$ cat src/rtl/kdre_pkg.sv
`default_nettype none

package kdre_pkg;

  // Default configuration.
  localparam int NUM_KEYS_DEF      = 16;
  localparam int DEBOUNCE_BITS_DEF = 4;

  // Widths of the fixed item fields and of the per-key counters.
  localparam int KEY_W  = 4;
  localparam int CNT_W  = 8;
  localparam int DBL_W  = 2;
  localparam int MODE_W = 4;

  // Tick thresholds of the key mode machine.
  localparam logic [CNT_W-1:0] TICK_LONG         = 8'd24;
  localparam logic [CNT_W-1:0] TICK_REPEAT_START = 8'd40;
  localparam logic [CNT_W-1:0] TICK_SPEEDUP      = 8'd48;
  localparam logic [CNT_W-1:0] TICK_PAUSE_END    = 8'd64;
  localparam logic [CNT_W-1:0] TICK_DOUBLE       = 8'd16;

  // Item operations.
  typedef enum logic [1:0] {
    OP_TICK  = 2'd0,
    OP_PAUSE = 2'd1,
    OP_KILL  = 2'd2
  } op_e;

  // Event codes carried by a result item.
  typedef enum logic [2:0] {
    EV_NONE    = 3'd0,
    EV_FIRST   = 3'd1,
    EV_LONG    = 3'd2,
    EV_REPEAT  = 3'd3,
    EV_RELEASE = 3'd4
  } event_e;

  // Per-key mode; the repeat modes run from the slowest to the fastest period.
  typedef enum logic [MODE_W-1:0] {
    MODE_OFF    = 4'd0,
    MODE_START  = 4'd1,
    MODE_DELAY  = 4'd2,
    MODE_PAUSE  = 4'd3,
    MODE_KILLED = 4'd4,
    MODE_RPT16  = 4'd5,
    MODE_RPT8   = 4'd6,
    MODE_RPT4   = 4'd7,
    MODE_RPT2   = 4'd8,
    MODE_RPT1   = 4'd9
  } mode_e;

  // Per-key state besides the debounce history.
  typedef struct packed {
    logic [CNT_W-1:0] cnt;
    logic [DBL_W-1:0] dbl;
    mode_e            mode;
  } key_state_t;

endpackage

`default_nettype wire

$ cat src/rtl/kdre_ram.sv
`default_nettype none

module kdre_ram #(
  parameter int WIDTH = 8,
  parameter int DEPTH = 16,
  parameter int AW    = (DEPTH > 1) ? $clog2(DEPTH) : 1
) (
  input  wire logic             clk_i,
  input  wire logic             wr_en_i,
  input  wire logic [AW-1:0]    wr_addr_i,
  input  wire logic [WIDTH-1:0] wr_data_i,
  input  wire logic             rd_en_i,
  input  wire logic [AW-1:0]    rd_addr_i,
  output logic      [WIDTH-1:0] rd_data_o
);

  logic [WIDTH-1:0] mem_q [DEPTH];
  logic [WIDTH-1:0] rd_data_q;

  // Single write port.
  always_ff @(posedge clk_i) begin
    if (wr_en_i) begin
      mem_q[wr_addr_i] <= wr_data_i;
    end
  end

  // Registered read port; the data holds while no read is issued.
  always_ff @(posedge clk_i) begin
    if (rd_en_i) begin
      rd_data_q <= mem_q[rd_addr_i];
    end
  end

  assign rd_data_o = rd_data_q;

endmodule

`default_nettype wire

$ cat src/rtl/kdre_update.sv
`default_nettype none

module kdre_update #(
  parameter int DEBOUNCE_BITS = kdre_pkg::DEBOUNCE_BITS_DEF
) (
  input  wire logic [1:0]               op_i,
  input  wire logic                     raw_sample_i,
  input  wire logic [DEBOUNCE_BITS-1:0] hist_i,
  input  wire kdre_pkg::key_state_t     state_i,
  output logic      [DEBOUNCE_BITS-1:0] hist_o,
  output kdre_pkg::key_state_t          state_o,
  output kdre_pkg::event_e              event_o
);

  logic [DEBOUNCE_BITS-1:0]     hist;
  logic [kdre_pkg::CNT_W-1:0]   cnt;
  logic [kdre_pkg::DBL_W-1:0]   dbl;
  kdre_pkg::mode_e              mode;
  kdre_pkg::event_e             ev;
  logic [3:0]                   period_mask;

  always_comb begin
    hist        = DEBOUNCE_BITS'({hist_i, raw_sample_i});
    cnt         = state_i.cnt + kdre_pkg::CNT_W'(1);
    dbl         = state_i.dbl;
    mode        = state_i.mode;
    ev          = kdre_pkg::EV_NONE;
    period_mask = '0;

    hist_o  = hist_i;
    state_o = state_i;
    event_o = kdre_pkg::EV_NONE;

    case (kdre_pkg::op_e'(op_i))
      kdre_pkg::OP_TICK: begin
        // A fully released key leaves any active mode.
        if ((mode != kdre_pkg::MODE_OFF) && (hist == '0)) begin
          if (mode != kdre_pkg::MODE_KILLED) begin
            ev = kdre_pkg::EV_RELEASE;
            if (!((mode == kdre_pkg::MODE_RPT16) && (cnt < kdre_pkg::TICK_DOUBLE))) begin
              dbl = '0;
            end
          end
          cnt  = '0;
          mode = kdre_pkg::MODE_OFF;
        end

        // Mode machine.
        case (mode)
          kdre_pkg::MODE_OFF: begin
            if (hist == '1) begin
              mode = kdre_pkg::MODE_START;
              // A slow second press restarts the double-press count.
              if (cnt > kdre_pkg::TICK_DOUBLE) begin
                dbl = '0;
              end
              cnt = '0;
            end
          end
          kdre_pkg::MODE_START: begin
            ev   = kdre_pkg::EV_FIRST;
            dbl  = dbl + kdre_pkg::DBL_W'(1);
            mode = kdre_pkg::MODE_DELAY;
            cnt  = '0;
          end
          kdre_pkg::MODE_DELAY: begin
            if (cnt == kdre_pkg::TICK_LONG) begin
              ev = kdre_pkg::EV_LONG;
            end
            if (cnt == kdre_pkg::TICK_REPEAT_START) begin
              mode = kdre_pkg::MODE_RPT16;
              cnt  = '0;
            end
          end
          kdre_pkg::MODE_RPT16, kdre_pkg::MODE_RPT8, kdre_pkg::MODE_RPT4,
          kdre_pkg::MODE_RPT2, kdre_pkg::MODE_RPT1: begin
            // Speed up after each stretch until the fastest period.
            if ((mode != kdre_pkg::MODE_RPT1) && (cnt >= kdre_pkg::TICK_SPEEDUP)) begin
              mode = kdre_pkg::mode_e'(kdre_pkg::MODE_W'(mode) + kdre_pkg::MODE_W'(1));
              cnt  = '0;
            end
            case (mode)
              kdre_pkg::MODE_RPT16: period_mask = 4'hf;
              kdre_pkg::MODE_RPT8:  period_mask = 4'h7;
              kdre_pkg::MODE_RPT4:  period_mask = 4'h3;
              kdre_pkg::MODE_RPT2:  period_mask = 4'h1;
              default:              period_mask = 4'h0;
            endcase
            if ((cnt[3:0] & period_mask) == 4'h0) begin
              ev = kdre_pkg::EV_REPEAT;
            end
          end
          kdre_pkg::MODE_PAUSE: begin
            if (cnt >= kdre_pkg::TICK_PAUSE_END) begin
              mode = kdre_pkg::MODE_RPT8;
              cnt  = '0;
            end
          end
          default: begin
          end
        endcase

        hist_o        = hist;
        state_o.cnt   = cnt;
        state_o.dbl   = dbl;
        state_o.mode  = mode;
        event_o       = ev;
      end
      kdre_pkg::OP_PAUSE: begin
        state_o.mode = kdre_pkg::MODE_PAUSE;
        state_o.cnt  = '0;
      end
      kdre_pkg::OP_KILL: begin
        state_o.mode = kdre_pkg::MODE_KILLED;
        state_o.dbl  = '0;
      end
      default: begin
      end
    endcase
  end

endmodule

`default_nettype wire

$ cat src/rtl/key_debounce_repeat_events.sv
// Key qualifier with debounce, long press, auto-repeat and double-press count.
// Input channel: in_valid_i / in_stall_o carry one item per key sample or
// command (operation_i, key_index_i, raw_sample_i). Output channel:
// out_valid_o / out_stall_i return exactly one result item per input item,
// in order (event_kind_o, event_key_o, key_down_o, press_count_o).
// A result item passes from the read stage register into the output register,
// where it is offered until the receiver takes it.
// Throughput: one item per cycle while the receiver does not stall. Per-key
// state lives in a single RAM with a registered read; the read-modify-write
// of a key closes when its item leaves the read stage, and a key addressed by
// two items in a row takes its state from a bypass register holding the last write.
// Reset clears all control state and marks every key entry as unwritten,
// so each key reads as released with zero counters; no clearing pass runs.
// When the receiver stalls, the result waits in the output register, one
// more item waits in the read stage, and then in_stall_o rises until the
// output register drains.
`default_nettype none

module key_debounce_repeat_events #(
  parameter int NUM_KEYS_P    = kdre_pkg::NUM_KEYS_DEF,
  parameter int DEBOUNCE_BITS = kdre_pkg::DEBOUNCE_BITS_DEF
) (
  input  wire logic                      clk_i,
  input  wire logic                      rst_ni,
  input  wire logic                      in_valid_i,
  output logic                           in_stall_o,
  input  wire logic [1:0]                operation_i,
  input  wire logic [kdre_pkg::KEY_W-1:0] key_index_i,
  input  wire logic                      raw_sample_i,
  output logic                           out_valid_o,
  input  wire logic                      out_stall_i,
  output logic      [2:0]                event_kind_o,
  output logic      [kdre_pkg::KEY_W-1:0] event_key_o,
  output logic                           key_down_o,
  output logic      [kdre_pkg::DBL_W-1:0] press_count_o
);

  localparam int AW   = (NUM_KEYS_P > 1) ? $clog2(NUM_KEYS_P) : 1;
  localparam int KW   = (AW > kdre_pkg::KEY_W) ? AW : kdre_pkg::KEY_W;
  localparam int KS_W = $bits(kdre_pkg::key_state_t);
  localparam int EW   = DEBOUNCE_BITS + KS_W;

  // Handshake and pipeline control.
  logic in_accept;
  logic s1_advance;
  logic out_valid_q;

  // Read stage.
  logic                       s1_valid_q;
  logic [1:0]                 s1_op_q;
  logic [kdre_pkg::KEY_W-1:0] s1_key_q;
  logic                       s1_level_q;
  logic                       s1_in_range_q;
  logic [AW-1:0]              s1_addr_q;

  // Address and range of the incoming item.
  logic [KW-1:0] key_ext;
  logic [AW-1:0] in_addr;
  logic          in_range;

  // State storage, unwritten marks and write bypass.
  logic [NUM_KEYS_P-1:0] written_q;
  logic                  lw_valid_q;
  logic [AW-1:0]         lw_addr_q;
  logic [EW-1:0]         lw_data_q;
  logic [EW-1:0]         rd_data;
  logic [EW-1:0]         cur_entry;
  logic                  wr_en;
  logic [EW-1:0]         wr_data;

  // Update results.
  logic [DEBOUNCE_BITS-1:0] new_hist;
  kdre_pkg::key_state_t     new_state;
  kdre_pkg::event_e         new_event;

  // Output register.
  kdre_pkg::event_e           event_q;
  logic [kdre_pkg::KEY_W-1:0] key_q;
  logic                       down_q;
  logic [kdre_pkg::DBL_W-1:0] pc_q;

  assign s1_advance = s1_valid_q && !(out_valid_q && out_stall_i);
  assign in_stall_o = s1_valid_q && out_valid_q && out_stall_i;
  assign in_accept  = in_valid_i && !in_stall_o;

  assign key_ext  = KW'(key_index_i);
  assign in_addr  = key_ext[AW-1:0];
  assign in_range = (32'(key_index_i) < 32'(NUM_KEYS_P));

  // Read stage register.
  always_ff @(posedge clk_i or negedge rst_ni) begin
    if (!rst_ni) begin
      s1_valid_q <= 1'b0;
    end else if (in_accept) begin
      s1_valid_q <= 1'b1;
    end else if (s1_advance) begin
      s1_valid_q <= 1'b0;
    end
  end

  always_ff @(posedge clk_i) begin
    if (in_accept) begin
      s1_op_q       <= operation_i;
      s1_key_q      <= key_index_i;
      s1_level_q    <= raw_sample_i;
      s1_in_range_q <= in_range;
      s1_addr_q     <= in_addr;
    end
  end

  kdre_ram #(
    .WIDTH (EW),
    .DEPTH (NUM_KEYS_P)
  ) u_state_ram (
    .clk_i     (clk_i),
    .wr_en_i   (wr_en),
    .wr_addr_i (s1_addr_q),
    .wr_data_i (wr_data),
    .rd_en_i   (in_accept),
    .rd_addr_i (in_addr),
    .rd_data_o (rd_data)
  );

  // Current entry: the last write wins, then the RAM, then the reset value.
  always_comb begin
    if (lw_valid_q && (lw_addr_q == s1_addr_q)) begin
      cur_entry = lw_data_q;
    end else if (written_q[s1_addr_q]) begin
      cur_entry = rd_data;
    end else begin
      cur_entry = '0;
    end
  end

  kdre_update #(
    .DEBOUNCE_BITS (DEBOUNCE_BITS)
  ) u_update (
    .op_i         (s1_op_q),
    .raw_sample_i (s1_level_q),
    .hist_i       (cur_entry[EW-1 -: DEBOUNCE_BITS]),
    .state_i      (kdre_pkg::key_state_t'(cur_entry[KS_W-1:0])),
    .hist_o       (new_hist),
    .state_o      (new_state),
    .event_o      (new_event)
  );

  assign wr_en   = s1_advance && s1_in_range_q;
  assign wr_data = {new_hist, new_state};

  // Unwritten marks and bypass of the most recent write.
  always_ff @(posedge clk_i or negedge rst_ni) begin
    if (!rst_ni) begin
      written_q  <= '0;
      lw_valid_q <= 1'b0;
    end else if (wr_en) begin
      written_q[s1_addr_q] <= 1'b1;
      lw_valid_q           <= 1'b1;
    end
  end

  always_ff @(posedge clk_i) begin
    if (wr_en) begin
      lw_addr_q <= s1_addr_q;
      lw_data_q <= wr_data;
    end
  end

  // Output register.
  always_ff @(posedge clk_i or negedge rst_ni) begin
    if (!rst_ni) begin
      out_valid_q <= 1'b0;
    end else if (s1_advance) begin
      out_valid_q <= 1'b1;
    end else if (!out_stall_i) begin
      out_valid_q <= 1'b0;
    end
  end

  always_ff @(posedge clk_i) begin
    if (s1_advance) begin
      key_q <= s1_key_q;
      if (s1_in_range_q) begin
        event_q <= new_event;
        down_q  <= (new_hist == '1);
        pc_q    <= new_state.dbl;
      end else begin
        event_q <= kdre_pkg::EV_NONE;
        down_q  <= 1'b0;
        pc_q    <= '0;
      end
    end
  end

  assign out_valid_o   = out_valid_q;
  assign event_kind_o  = event_q;
  assign event_key_o   = key_q;
  assign key_down_o    = down_q;
  assign press_count_o = pc_q;

  // The state RAM is written only when the item moves on to the output.
  a_write_on_advance: assert property (@(posedge clk_i) disable iff (!rst_ni)
    wr_en |-> s1_advance)
    else $error("state written without the item advancing");

  // An item leaving the read stage shows up at the output.
  a_advance_to_output: assert property (@(posedge clk_i) disable iff (!rst_ni)
    s1_advance |=> out_valid_q)
    else $error("advanced item missing from output register");

  // Input stalls only when both stages are full and the output is held.
  a_stall_cause: assert property (@(posedge clk_i) disable iff (!rst_ni)
    in_stall_o |-> (s1_valid_q && out_valid_q && out_stall_i))
    else $error("input stalled without a full pipeline");

  // Written modes stay within the defined codes.
  a_mode_range: assert property (@(posedge clk_i) disable iff (!rst_ni)
    wr_en |-> (new_state.mode <= kdre_pkg::MODE_RPT1))
    else $error("undefined key mode written");

  // A release event always reports the key as up.
  a_release_up: assert property (@(posedge clk_i) disable iff (!rst_ni)
    (out_valid_q && (event_q == kdre_pkg::EV_RELEASE)) |-> !down_q)
    else $error("release reported with key down");

endmodule

`default_nettype wire

$ cat config.mk
export PLATFORM = sky130hd
export DESIGN_NAME = key_debounce_repeat_events
export DESIGN_NICKNAME = d
export VERILOG_FILES = /design/src/rtl/kdre_pkg.sv /design/src/rtl/kdre_ram.sv /design/src/rtl/kdre_update.sv /design/src/rtl/key_debounce_repeat_events.sv
export SDC_FILE = /design/constraint.sdc
export NUM_CORES = 1
export LEC_CHECK = 0
export BUFFER_PORTS_ARGS = -buffer_cell sky130_fd_sc_hd__buf_2
export CAP_MARGIN = 20
export CORE_MARGIN = 4
export CORE_UTILIZATION = 60
export DETAILED_ROUTE_END_ITERATION = 8
export GPL_TIMING_DRIVEN = 0
export MAX_ROUTING_LAYER = met4
export PLACE_DENSITY = 0.86
export SLEW_MARGIN = 20
export SYNTH_ARGS = -nofsm -noshare
export SYNTH_HDL_FRONTEND = slang
export SYNTH_SLANG_ARGS = --single-unit
$ cat constraint.sdc
create_clock -name clk_i -period 6.3 [get_ports clk_i]
set_input_delay 0.63 -clock clk_i [delete_from_list [all_inputs] [get_ports clk_i]]
set_output_delay 0.63 -clock clk_i [all_outputs]
set_load 0.01 [all_outputs]
Word level (Yosys, flattened, before mapping)
Memory sizes are Yosys's and may differ from the RTL's. A register that Yosys moved wholly into a read port is not among the register bits.
Index checks and enable logic that the tools add are counted.

cells by class
  magnitude comparators = 6
  eq/ne operators = 23
  add/subtract/negate cells = 3
  multiplexer cells = 49
  reduce and logical (&&, ||, !) cells = 19
  bitwise gates (word level) = 2

operators with widths
  operator                                                           number
  two-way mux 8 bit                                                  8
  two-way mux 4 bit                                                  11
  case mux 8 bit (5 select lines)                                    1
  two-way mux 18 bit                                                 2
  == test 4 x 3 -> 1 bit, second input constant                      7
  == test 4 bit, second input constant                               5
  case mux 4 bit (5 select lines)                                    1
  OR 16 bit                                                          1
  case mux 4 bit (4 select lines)                                    1
  case mux 8 bit (2 select lines)                                    1
  zero test 4 bit                                                    3
  two-way mux 2 bit                                                  6
  two-way mux 3 bit                                                  4
  case mux 4 bit (3 select lines)                                    1
  logical AND 1 bit                                                  10
  case mux 3 bit (3 select lines)                                    1
  adder 8 x 1 -> 8 bit, second input constant                        1
  == test 4 x 2 -> 1 bit, second input constant                      2
  == test 8 x 5 -> 1 bit, second input constant                      1
  == test 8 x 6 -> 1 bit, second input constant                      1
  greater-or-equal comparator 8 x 6 -> 1 bit, second input constant  1
  greater-or-equal comparator 8 x 7 -> 1 bit, second input constant  1
  > comparator 8 x 5 -> 1 bit, second input constant                 1
  < comparator 8 x 5 -> 1 bit, second input constant                 1
  21 further kinds                                                   30

word-level totals
  bits in registers = 54
  RAM bits = 288
  memories = 1
  logic and storage cells = 115

memory list
  name               depth  bits a word  read ports  clocked after memory_dff  write ports  RTL line        text
  u_state_ram.mem_q  16     18           1           1                         1            kdre_ram.sv:17  logic [WIDTH-1:0] mem_q [DEPTH];

Longest topological paths before layout
Gate-level depths: netlist of the first run.

  depth after elaboration = 21
  gate-level depth with buffers = 18

Cells and area by module
Synthesis of the first run repeated with hierarchy kept, for this count alone.

second synthesis, totals
  cell total of the unflattened synthesis = 842
  area total of the unflattened synthesis = 15,102.0 sq um

by module, submodules not included
  module                      sequential area each (sq um)  area an instance (sq um)  times used  cells an instance
  kdre_ram                    9,188.8                       11,502.3                  1           482
  key_debounce_repeat_events  1,466.4                       2,214.6                   1           148
  kdre_update                 0.0                           1,385.1                   1           212

Worst setup path after synthesis of the first run
Ideal clock, no wire load.

  path type = register to register
  start = register s1_addr_q[0]
  end = register lw_data_q[5], data pin
  cell stages (with the launch flop) = 18
  library setup time = 353 ps
  setup slack = 1,593 ps
  arrival = 4,353 ps
  cell sequence = edfxtp_1 -> buf_6 -> xnor2_1 -> nand3_1 -> nor2_1 -> buf_2 -> buf_1 -> nand2_1 -> nand2_1 -> ha_1 -> nand3_1 -> nor3_1 -> a31o_2 -> nand3_1 -> a2111o_1 -> o311a_1 -> o31a_1 -> o32ai_1

RTL lines
  item                    RTL line                           text
  start, declared         key_debounce_repeat_events.sv:54   logic [AW-1:0] s1_addr_q;
  start signal, assigned  key_debounce_repeat_events.sv:107  s1_addr_q <= in_addr;
  end signal, assigned    key_debounce_repeat_events.sv:164  lw_data_q <= wr_data;
  end, declared           key_debounce_repeat_events.sv:65   logic [EW-1:0] lw_data_q;

==> results.ini, run 1 <==
[run_status]
status=complete, no violations

[die]
num_rows=57
die_x_um=166
die_h_um=166
start_util_pct=61.2
pin_count=23
core-area_um2=24500
die-area_um2=27600

[timing]
tightest_slew_ns=1.05
setup_slack_ns=0.342
hold_viol_final=0
fin_worst_skew_ns=0.0199
fin_crit_ns=5.96
setup_viol=0
drv_slew=0
clock.fmax_mhz=168
max-slew-margin-rel_pct=29.7
holdWs_ns=0.0649
final.period_utilization_pct=94.6
rsz0062_at_grt=no

[routing]
drc=0
drt-total-wl_um=39200
firstDrtPassIters=7
wire_per_inst_um=31.5
drtAntennaViolNets=0
vias=8700
via_per_inst=6.99
drt_iter0_drc=1174

[clock_network]
post_cts_resized=0
h-tree-depth=2
cts_buffers=36
clock_latency_ns=0.52
path_clk_slew_ns=0.06
cts_sinks=358
post_cts_buffers=1
cts_root_buf=clkbuf_16
cts_tree=yes
cts.path.max_buffers=3
ctsHoldBuffers=0

[placed_design]
place_hpwl_um=24900
io_buffers=22
post-place-ws_ns=-0.0778
place.gp.congestion=0.944

[final_layout]
syn_to_final_growth_pct=13.2
layout_commonest_cell=edfxtp_1
post_route_cells_drive_above_1_share_pct=28.5
final_core_util_pct=69.3
antenna_cells=0
layout_common_cells=edfxtp_1 (339), mux4_2 (94), nand2_1 (40), clkbuf_16 (36), nor2_1 (28)
nets=911

[logic_synthesis]
ys_seq_area_share_pct=71.1
syn_area_um2=15000
synth_warnings=0
synthArstFlopShare_pct=5.31
synth_cell_types=68
yosys-top-cells-area=edfxtp_1 (68%), mux4_2 (14%), dfrtp_1 (3.2%)
synth_ff_type=edfxtp_1
yosys_register_bits=358
syn_area_per_cell_um2=18.4
yosysTopAreaCellShare_pct=68.0
synth_edf_count=339
synth_nets=830
netlist_instances=814
yosys.area.top_type=edfxtp_1

[critical_path]
worstPathArrival_ns=6.16
crit_family=compound AO/OA/AOI/OAI gates
cp_slowest_cell=o31ai_4
worstPathCellList=buf_4 > xnor2_1 > nand3_1 > nor2_1 > buf_2 > buf_1 > nand2_1 > nand2_1 > ha_1 > and3_1 > xnor2_1 > o21ai_0 > a2bb2oi_1 > a21o_1 > o2111ai_1 > a21oi_2 > nor4_4 > o31ai_4
end_kind=register
critPathKind=register to register
crit_fanout=17
startpoint_type=register
critPathMaxStageDelay_ns=0.70
cp.required_ns=6.50
critPathBufInv=3

[pwr]
p_leak_nw=5.49
power.density_nw_per_um2=333
pwr-share-clk_pct=35.1
total_power_w=0.00564
netSwitchingPower_w=0.00146
internal-power_w=0.00418
combinationalPowerShare_pct=14.1
swShare_pct=25.8
pwr-share-seq_pct=50.8
ir_worst_vdd_mv=0.295

[grt]
grt_use_total_pct=29.7
grt_max_degree=29
grt-ovfl-total=0
first_global_vias=8832
grt_pass1_wl_um=58900
antenna_found_initial=2

[worst_hold_path]
min_path_type=input port to asynchronous set/reset pin

[job]
max_cap_viol_count=0

==> logic make-up after synthesis <==
kind of cell	Yosys count	share of synthesized area, %
compound gates	120	6.11
xor+xnor	11	0.643
fa+ha+maj	5	0.418
buf+inv	54	1.66
flops	358	71.1
mux	95	14.2
simple gates	171	5.81
==> stage by stage <==
stage | instances | TNS, ns | cell area [um^2]
detailed placement | 1178 | -1.31 | 15800
finish | 1244 | 0 | 17000
floorplan | 814 | 0 | 15000
global route | 1244 | 0 | 17000
global placement | 1160 | -41.25 | 15500
CTS | 1242 | 0 | 16900
==> power by group through the flow <==
| stage | Sequential, W | Clock (W) | Combinational (W) |
|---|---|---|---|
| after global routing | 0.00287 | 0.00211 | 0.000847 |
| after CTS | 0.00286 | 0.00200 | 0.000773 |
| final | 0.00287 | 0.00198 | 0.000794 |
| after floorplan | 0.00289 | 0 | 0.000494 |
| after detailed placement | 0.00291 | 0 | 0.000762 |
| after global placement | 0.00290 | 0 | 0.000696 |
==> worst paths after layout <==
kind	start	endpoint	slack, ns	cells past startpoint
max in group asynchronous	rst_ni	written_q[12]	5.90	1
max	s1_addr_q[1]	u_state_ram.mem_q[1][9]	0.34	18
min in group clk_i	operation_i[1]	s1_op_q[1]	0.29	1
max reg2reg	s1_addr_q[1]	u_state_ram.mem_q[1][9]	0.34	18
min reg2reg	s1_addr_q[1]	event_key_o[1]	0.49	0
min	rst_ni	written_q[14]	0.06	1
==> routing by layer <==
layer,wire [um],part of all wire (%),GRT usage [%],up-vias
met5,0,0,-,-
met4,1230,3.1,7.75,0
met3,3590,9.2,5.33,117
met2,20600,53,50.6,603
met1,13800,35,37.7,4454
li1,-,-,-,3526
==> area by class of cell <==
cell class,count,area (um^2)
clock inverter,23,163
inverter,14,52.6
tap,324,405
clock buffer,40,916
sequential,358,10700
multi-input combinational,402,4260
fill,1465,7510
buffer,40,200
timing repair buffer,43,298
==> sequential cells by signal, summed over array words and instances (netlist names), 2 cells and up <==
| name | count |
|---|---|
| event_key_o | 4 |
| event_kind_o | 3 |
| lw_data_q | 18 |
| s1_addr_q | 4 |
| s1_op_q | 2 |
| u_state_ram.mem_q | 288 |
| u_state_ram.rd_data_o | 18 |
| written_q | 16 |
==> synth_stat cells, types with 4 or more instances <==
master and instances:
a211oi_1 4, a21o_1 4, a21oi_1 15, a2bb2oi_1 4, a31oi_1 6, and3_1 4
and4_1 4, buf_1 10, buf_2 4, buf_4 4, clkbuf_1 19, dfrtp_1 19
edfxtp_1 339, ha_1 5, inv_1 14, mux4_2 94, nand2_1 40, nand2b_1 5
nand3_1 13, nand3b_1 4, nor2_1 41, nor3_1 16, nor4_1 7, o211ai_1 4
o21a_1 4, o21ai_0 24, o2bb2ai_1 5, o31ai_1 5, o32ai_1 4, or2_2 18
or3_1 8, xnor2_1 8
No activity file was read; power rests on OpenSTA's default activity.
==> inputs of run 2 (changes only) <==
Settings changed: CORE_UTILIZATION 60 to 26, PLACE_DENSITY 0.86 to 0.5.
==> run 2 against run 1 <==
  * Utilization shrank 38 points
  * Register-to-register slack improved by 0.23 ns
  * Clock power increased by 14%
  * Worst hold slack lost 0.025 ns
  * Die area is 120% higher
  * Final cell count rose by 36%
  * First-iteration DRC count decreased by 42%
  * Critical endpoint is now u_state_ram.mem_q[5][11]
==> results.ini, run 2 (synthesized netlist as in run 1, its figures left out) <==
[run_status]
status=complete, no violations

[timing]
final.period_utilization_pct=90.9
clock.fmax_mhz=175
fin_crit_ns=5.72
fin_worst_skew_ns=0.0207
drv_slew=0
tightest_slew_ns=1.01
hold_viol_final=0
setup_viol=0
rsz0062_at_grt=no
max-slew-margin-rel_pct=32.6
setup_slack_ns=0.576

[critical_path]
critPathBufInv=3
end_kind=register
critPathKind=register to register
reg2regPathDepth=18
startpoint_type=register
crit_cells=18
crit_family=compound AO/OA/AOI/OAI gates
rr_startpoint=s1_addr_q[1]
reg2reg_slack_ns=0.58
cp.required_ns=6.52
worstPathCellList=buf_4 > xnor2_1 > nand3_1 > nor2_2 > buf_2 > buf_1 > nand2_1 > nand2_1 > ha_1 > and3_1 > xnor2_1 > o21ai_0 > a2bb2oi_1 > a21o_1 > o2111ai_1 > a21oi_2 > nor4_4 > o21ai_2
critPathMaxStageDelay_ns=0.74
crit_end=u_state_ram.mem_q[5][11]
cp_slowest_cell=o21ai_2
crit_start=s1_addr_q[1]
rr_endpoint=u_state_ram.mem_q[5][11]
crit_fanout=17
worstPathArrival_ns=5.95

[grt]
first_global_vias=8597
antenna_found_initial=1
grt-ovfl-total=0
grt_use_total_pct=13.3
grt_pass1_wl_um=58100
grt_max_degree=29

[routing]
drtAntennaViolNets=0
vias=8279
wire_per_inst_um=23.3
drt_iter0_drc=680
drt-total-wl_um=39300
firstDrtPassIters=6
via_per_inst=4.90
drc=0

[final_layout]
nets=925
syn_to_final_growth_pct=20.0
layout_common_cells=edfxtp_1 (339), mux4_2 (94), clkbuf_16 (43), nand2_1 (40)
antenna_cells=0
final_cell_area_um2=18000
fillers=5432
largest_reg_flops=288
final_core_util_pct=31.7
layout_commonest_cell=edfxtp_1
post_route_cells_drive_above_1_share_pct=29.8
regMostFlops=u_state_ram.mem_q

[worst_hold_path]
min_path_type=input port to asynchronous set/reset pin

[placed_design]
post-place-ws_ns=0.155
place_hpwl_um=26900
place.gp.congestion=0.903
dpl_cell_area_um2=16700
io_buffers=22

[clock_network]
path_clk_slew_ns=0.06
cts_sinks=358
ctsHoldBuffers=0
cts_root_buf=clkbuf_16
h-tree-depth=2
clock_latency_ns=0.56
cts.path.max_buffers=3
cts_tree=yes
cts_buffers=41

[die]
pin_count=23
die_x_um=248
core-area_um2=56700
die-area_um2=61500
num_rows=87
die_h_um=248
start_util_pct=26.4

[pwr]
power.density_nw_per_um2=329
ir_worst_vdd_mv=0.210
p_leak_nw=5.70

[job]
max_cap_viol_count=0

## run 2: power by group
group	internal, W	switching, W
Combinational	0.000282	0.000523
Clock	0.00135	0.000911
Sequential	0.00281	0.0000476
Total	0.00444	0.00148
## run 2: what timing repair did
| action | 4_1_cts | 5_1_grt |
|---|---|---|
| endpoints found under the hold margin | 0 | 0 |
| setup endpoints to repair | 0 | 32 |
| resized for setup | 0 | 2 |
| setup buffers | 0 | 0 |
## run 2: cell type report
| cell class | instances | area (um^2) | area share [%] |
|---|---|---|---|
| sequential | 358 | 10700 | 59.3 |
| timing repair buffer | 52 | 549 | 3.06 |
| multi-input combinational | 402 | 4280 | 23.8 |
| clock inverter | 15 | 141 | 0.787 |
| clock buffer | 54 | 1140 | 6.33 |
| buffer | 40 | 205 | 1.14 |
| inverter | 14 | 52.6 | 0.292 |
| tap | 756 | 946 | 5.26 |
## run 2: stage by stage
stage	hold WS, ns	cells	total power [W]	setup TNS (ns)
5_1_grt	0.0556	1691	0.00616	0
4_1_cts	0.0295	1691	0.00598	0
3_5_place_dp	0.452	1622	0.00370	0
6_report	0.0403	1691	0.00592	0
3_3_place_gp	0.447	1592	0.00364	-55.12
2_1_floorplan	0.334	814	0.00338	0
## run 2: per-layer routing
metal	part of all wire [%]	GRT usage [%]	routed length, um	up-vias
li1	-	-	-	3566
met1	42	17.3	16600	4370
met2	49	21.6	19300	276
met3	6.2	2.23	2450	67
met4	2.4	3.88	958	0
met5	0	-	0	-
## run 2: how the worst min path moves through the flow
| stage | from | end |
|---|---|---|
| after detailed placement | written_q[0] | written_q[0] |
| final | rst_ni | written_q[11] |
| after global placement | written_q[2] | written_q[2] |
| after floorplan | rst_ni | lw_valid_q |
| after global routing | rst_ni | written_q[10] |
| after CTS | rst_ni | written_q[10] |
